## src/hw/rtl/v3a_pkg.sv

```systemverilog
// shared constants, codes and pipeline record types for the vector alu
package v3a_pkg;

    // fixed point format and derived widths
    localparam int FRAC_BITS = 16;
    localparam int ITERS     = FRAC_BITS + 1;
    localparam int BIT_W     = $clog2(ITERS);
    localparam int SW        = 66;
    localparam int CW        = 2 * FRAC_BITS + 68;

    // operation codes
    localparam logic [2:0] FN_ADD   = 3'd0;
    localparam logic [2:0] FN_SUB   = 3'd1;
    localparam logic [2:0] FN_DOT   = 3'd2;
    localparam logic [2:0] FN_CROSS = 3'd3;
    localparam logic [2:0] FN_NORM  = 3'd4;

    // status codes
    localparam logic [1:0] ST_OK   = 2'd0;
    localparam logic [1:0] ST_SAT  = 2'd1;
    localparam logic [1:0] ST_ZERO = 2'd2;

    // saturation bounds and rounding constant
    localparam logic signed [SW-1:0] SAT_MAX = SW'(64'sd2147483647);
    localparam logic signed [SW-1:0] SAT_MIN = SW'(-64'sd2147483648);
    localparam logic signed [SW-1:0] HALF    = SW'(1) <<< (FRAC_BITS - 1);

    // after the multiplier stage
    typedef struct packed {
        logic [2:0]        func;
        logic [2:0]        sgn;
        logic [5:0][63:0]  prod;
        logic [2:0][32:0]  lin;
    } t_s1;

    // after the sum and rounding stage
    typedef struct packed {
        logic [2:0]          func;
        logic [2:0]          sgn;
        logic [2:0][SW-1:0]  pre;
        logic [63:0]         s;
        logic [2:0][CW-1:0]  t;
    } t_s2;

    // one root iteration stage
    typedef struct packed {
        logic [2:0]             func;
        logic [2:0]             sgn;
        logic [2:0][31:0]       res;
        logic [1:0]             status;
        logic [63:0]            s;
        logic [2:0][CW-1:0]     t;
        logic [2:0][CW-1:0]     p;
        logic [2:0][CW-1:0]     q;
        logic [2:0][ITERS-1:0]  root;
    } t_it;

endpackage

```

## src/hw/rtl/v3a_norm_step.sv

```systemverilog
// one bit of the normalize quotient: trial square against the scaled target
module v3a_norm_step (
    input  logic [v3a_pkg::BIT_W-1:0] i_bit,
    input  logic [63:0]               i_s,
    input  logic [v3a_pkg::CW-1:0]    i_t,
    input  logic [v3a_pkg::CW-1:0]    i_p,
    input  logic [v3a_pkg::CW-1:0]    i_q,
    input  logic [v3a_pkg::ITERS-1:0] i_root,
    output logic [v3a_pkg::CW-1:0]    o_p,
    output logic [v3a_pkg::CW-1:0]    o_q,
    output logic [v3a_pkg::ITERS-1:0] o_root
);
    import v3a_pkg::*;

    logic [CW-1:0] w_s_ext;
    logic [CW-1:0] w_cand;
    logic          w_take;

    // (q + 2^bit)^2 * s from q^2 * s and q * s
    assign w_s_ext = CW'(i_s);
    assign w_cand  = i_p + ((i_q << i_bit) << 1) + (w_s_ext << {i_bit, 1'b0});
    assign w_take  = (w_cand <= i_t);

    // keep the bit when the trial square does not exceed the target
    always_comb begin
        o_p    = i_p;
        o_q    = i_q;
        o_root = i_root;
        if (w_take) begin
            o_p    = w_cand;
            o_q    = i_q + (w_s_ext << i_bit);
            o_root = i_root | (ITERS'(1) << i_bit);
        end
    end

endmodule

```

## config.mk

```make
export PLATFORM = sky130hd
export DESIGN_NAME = v3a_norm_step
export DESIGN_NICKNAME = d
export VERILOG_FILES = /design/src/hw/rtl/v3a_pkg.sv /design/src/hw/rtl/v3a_norm_step.sv
export SDC_FILE = /design/constraint.sdc
export NUM_CORES = 2
export LEC_CHECK = 0
export BUFFER_PORTS_ARGS = -buffer_cell sky130_fd_sc_hd__buf_2
export CAP_MARGIN = 20
export CORE_ASPECT_RATIO = 1.75
export CORE_UTILIZATION = 55
export DETAILED_ROUTE_END_ITERATION = 7
export MAX_ROUTING_LAYER = met4
export PLACE_DENSITY = 0.76
export SYNTH_ARGS = -nofsm -noshare
export SYNTH_HDL_FRONTEND = slang
export SYNTH_SLANG_ARGS = --single-unit
```

## constraint.sdc

```tcl
create_clock -name vclk -period 9.8
set_clock_uncertainty 0.2 [all_clocks]
set_input_delay 0.49 -clock vclk [all_inputs]
set_output_delay 0.49 -clock vclk [all_outputs]
set_load 0.1 [all_outputs]
```

# Word-level counts from Yosys, hierarchy flattened
# Cells that the tools add are included.
# word_totals
register_bits	0
latch_bits	0
ram_bits	0
rom_bits	0
inputBits	386
out_inout_bits	217
wordCells	12
mem_count	0
# op_classes
add_sub_neg	3
mul	0
n_div	0
magnitude_cmp	1
eq_ne	0
shifts	4
muxes	3
bitwise	1
n_reduce_logical	0
# op_table
op	count
$add A100 B100 Y100	3
$mux W100	2
$le A100 B100 Y1	1
$shl A100 B5 Y99	1
$shl A64 B5 Y100	1
$shl A64 B6 Y100	1
$mux W17	1
$or A17 B17 Y17	1
$shl A1 B5 Y17 const A	1

# Logic depth before layout (Yosys ltp)
# depth
ltp_word	5
depth_mapped	41
mapped_depth_nobuf	34

# Worst setup path before layout
# OpenSTA, ideal clock, no wires.
# synth_path
path_kind	in2out
from	input port i_bit[0] in the netlist's numbering
to	output port o_q[94] in the netlist's numbering
arrival_ns	9.502
required_time_ns	9.110
setup_slack_ns	-0.392
path_stages	35
n_path_buf	7
path_cell_list	buf_4 buf_2 buf_1 buf_1 o21ai_0 mux2i_1 nor2_1 a21oi_1 a21oi_1 or2_2 fa_1 inv_1 ha_1 clkbuf_1 a21oi_1 o21ai_1 a211oi_1 a21oi_1 or3_4 a221o_1 o221ai_4 o21ai_2 mux2i_1 nor2_1 ha_1 nand4_1 nor4_1 nand4_1 or4_1 nand2b_1 o22a_1 buf_2 buf_2 mux2i_1 nor3_1
# synth_between
elab_chain_len	5
word_cells_on_any_way	8
classes_between	3 x add/sub; 1 x order compare; 3 x shift; 1 x mux
# synth_lines
element	line_no	rtl
start: declaration	v3a_norm_step.sv:3	input logic [v3a_pkg::BIT_W-1:0] i_bit,
$shl A100 B5 Y99	v3a_norm_step.sv:21	assign w_cand = i_p + ((i_q << i_bit) << 1) + (w_s_ext << {i_bit, 1'b0});
$add A100 B100 Y100 (2 in a row)	v3a_norm_step.sv:21	
$le A100 B100 Y1	v3a_norm_step.sv:22	assign w_take = (w_cand <= i_t);
$mux W100 *	v3a_norm_step.sv:29	if (w_take) begin
end: declaration	v3a_norm_step.sv:10	output logic [v3a_pkg::CW-1:0] o_q,
# Mark *: on every way between the ends. The rest lies on a longest branch, timed or not.

# Worst setup path after layout
# layout_path
from	input port i_bit[1] in the netlist's numbering
to	output port o_q[24] in the netlist's numbering
# The elaborated chain is that of the path after synthesis.

==> flow_summary.json <==
{
  "die-width_um": 183,
  "timing.slew.headroom": 0.348,
  "portBuffers": 603,
  "clock_buffers": 0,
  "synthTopCellsByArea": "mux2i_1 (12%), ha_1 (12%), a21oi_1 (7.7%)",
  "worstPathRequired_ns": 9.11,
  "path_delay_family": "compound AO/OA/AOI/OAI gates",
  "synth_common_cells": "nor2_1 (627), nand2_1 (585), a21oi_1 (485)",
  "coreArea_um2": 56500,
  "min_period_over_period": 0.994,
  "drv_slew": 0,
  "period_needed_ns": 9.74,
  "grt_overflow": 0,
  "cp_max_fo": 37,
  "grt_max_degree": 89,
  "drtIter0Drc": 4581,
  "cp.arrival_ns": 9.05,
  "initial_core_util": 0.559,
  "critical_path.endpoint_type": "primary output",
  "ys_seq_area_frac": 0,
  "outcome": "finished, final reports clean",
  "totalWireLength_um": 150000,
  "crit_slowest_cell": "a221oi_1",
  "synth.distinct_cells": 99,
  "yosys_warnings": 0,
  "routedWlPerCell_um": 25.2,
  "synth_largest_area_cell": "mux2i_1",
  "hold_viol_final": 0,
  "antenna_found_initial": 42,
  "die_y_um": 319,
  "cp.buffers_inverters": 9,
  "syn2layout_area_growth_pct": 24.9,
  "hp-class": "in -> out",
  "seq_area_um2": 0,
  "drt_first_pass_iters": 7,
  "synth.net_count": 5459,
  "maxCapViolCount": 0,
  "post-dp-hpwl_um": 125000,
  "syn_area_per_cell_um2": 6.76,
  "place_congestion": 1.11,
  "grt_pass1_vias": 38455,
  "grt_use_total": 0.511,
  "max_stage_delay_ns": 0.56,
  "drive_gt1_frac": 0.213,
  "final_antenna_net_count": 0,
  "nFillCells": 4905,
  "drc_errors": 0,
  "startpoint_type": "input pin",
  "hold_buffers": 0,
  "final_util": 0.699,
  "seq_cell_count": 0,
  "dieArea_um2": 58500,
  "tightest_slew_ns": 0.971,
  "synth_area_um2": 31600,
  "vias": 39665,
  "io_pins": 603,
  "nets": 5931,
  "finalSetupViolations": 0,
  "grt_pass1_wl_um": 222000,
  "avgViaCountPerCell": 6.66,
  "multi_input_area_um2": 29800,
  "worstSetupPathType": "in -> out",
  "synthCells": 4679,
  "yosysTopAreaCellShare": 0.117,
  "fmax_mhz": 103,
  "yosysMostFrequentCell": "nor2_1",
  "row_count": 115
}
-- routing by layer --
metal	vias to the layer above	track usage	wire, µm
met3	892	0.120	15900
met4	0	0.443	16500
met5	-	-	0
met2	2876	0.797	67200
li1	17779	-	-
met1	18118	0.538	50400
-- cells in the final DEF (no fill, tap or decap), types with 13 or more instances in the layout --
cell and n:
buf_2 391, mux4_2 87, nand4_1 103, nand3_1 58, a21oi_2 16, nor3_1 59
o22ai_1 38, buf_4 149, mux2_2 84, nor2b_1 27, mux2i_1 356, inv_1 233
or3_1 17, a31oi_1 25, a21o_1 148, diode_2 46, nor2_1 619, and2_1 26
a21boi_0 15, ha_1 292, o21ai_0 322, o21bai_1 58, a211oi_1 20, a21oi_1 468
o21a_1 34, o31ai_1 14, o211ai_1 38, nand2b_1 57, xor2_1 69, nor4_1 13
fa_1 100, buf_12 219, xnor2_1 118, or2_2 22, nand2_1 585, o21ai_1 43
-- cell type report --
| class | instances | area share |
|---|---|---|
| well taps | 760 | 0.0241 |
| multi-input cells | 4135 | 0.754 |
| inverters | 237 | 0.0228 |
| repair buffers | 777 | 0.196 |
| diodes | 46 | 0.00291 |
-- metrics by stage --
stage                     setup WS (ns)  cell area (µm²)  hold WS, ns  setup TNS [ns]  instances
after floorplan                  -0.343            31700         1.15           -1.72       4679
after global placement           0.0861            38900         1.14               0       5901
after detailed placement        -0.0137            38900         1.14         -0.0187       5901
after CTS                        0.0188            38900         1.14               0       5901
after global routing            -0.0846            39500         1.15           -2.70       5951
final                            0.0618            39500         1.14               0       5955
-- worst paths after layout --
path | endpoint | startpoint | cells after the start | slack (ns)
max | o_q[24] | i_bit[1] | 34 | 0.06
min | o_q[99] | i_q[99] | 3 | 1.14
-- cells by family (layout without fill, tap and decap cells) --
| group | after synthesis | after routing | share of synthesized area |
|---|---|---|---|
| simple gates | 1645 | 1645 | 0.227 |
| compound gates | 1365 | 1365 | 0.262 |
| buf+inv | 544 | 1014 | 0.0696 |
| mux | 543 | 543 | 0.210 |
| fa+ha+maj | 394 | 394 | 0.180 |
| xor+xnor | 188 | 188 | 0.0521 |
| other cells | 0 | 46 | 0 |
-- what timing repair did --
action                     in CTS  in global routing
cloned                          0                  3
pin swaps                       0                  6
buffers inserted                0                  5
setup endpoints to repair       3                217
gates resized for setup         4                102
Power is left out: the tool's default activity adds up to more than one toggle a clock period on the data nets, which glitch-free logic cannot reach.
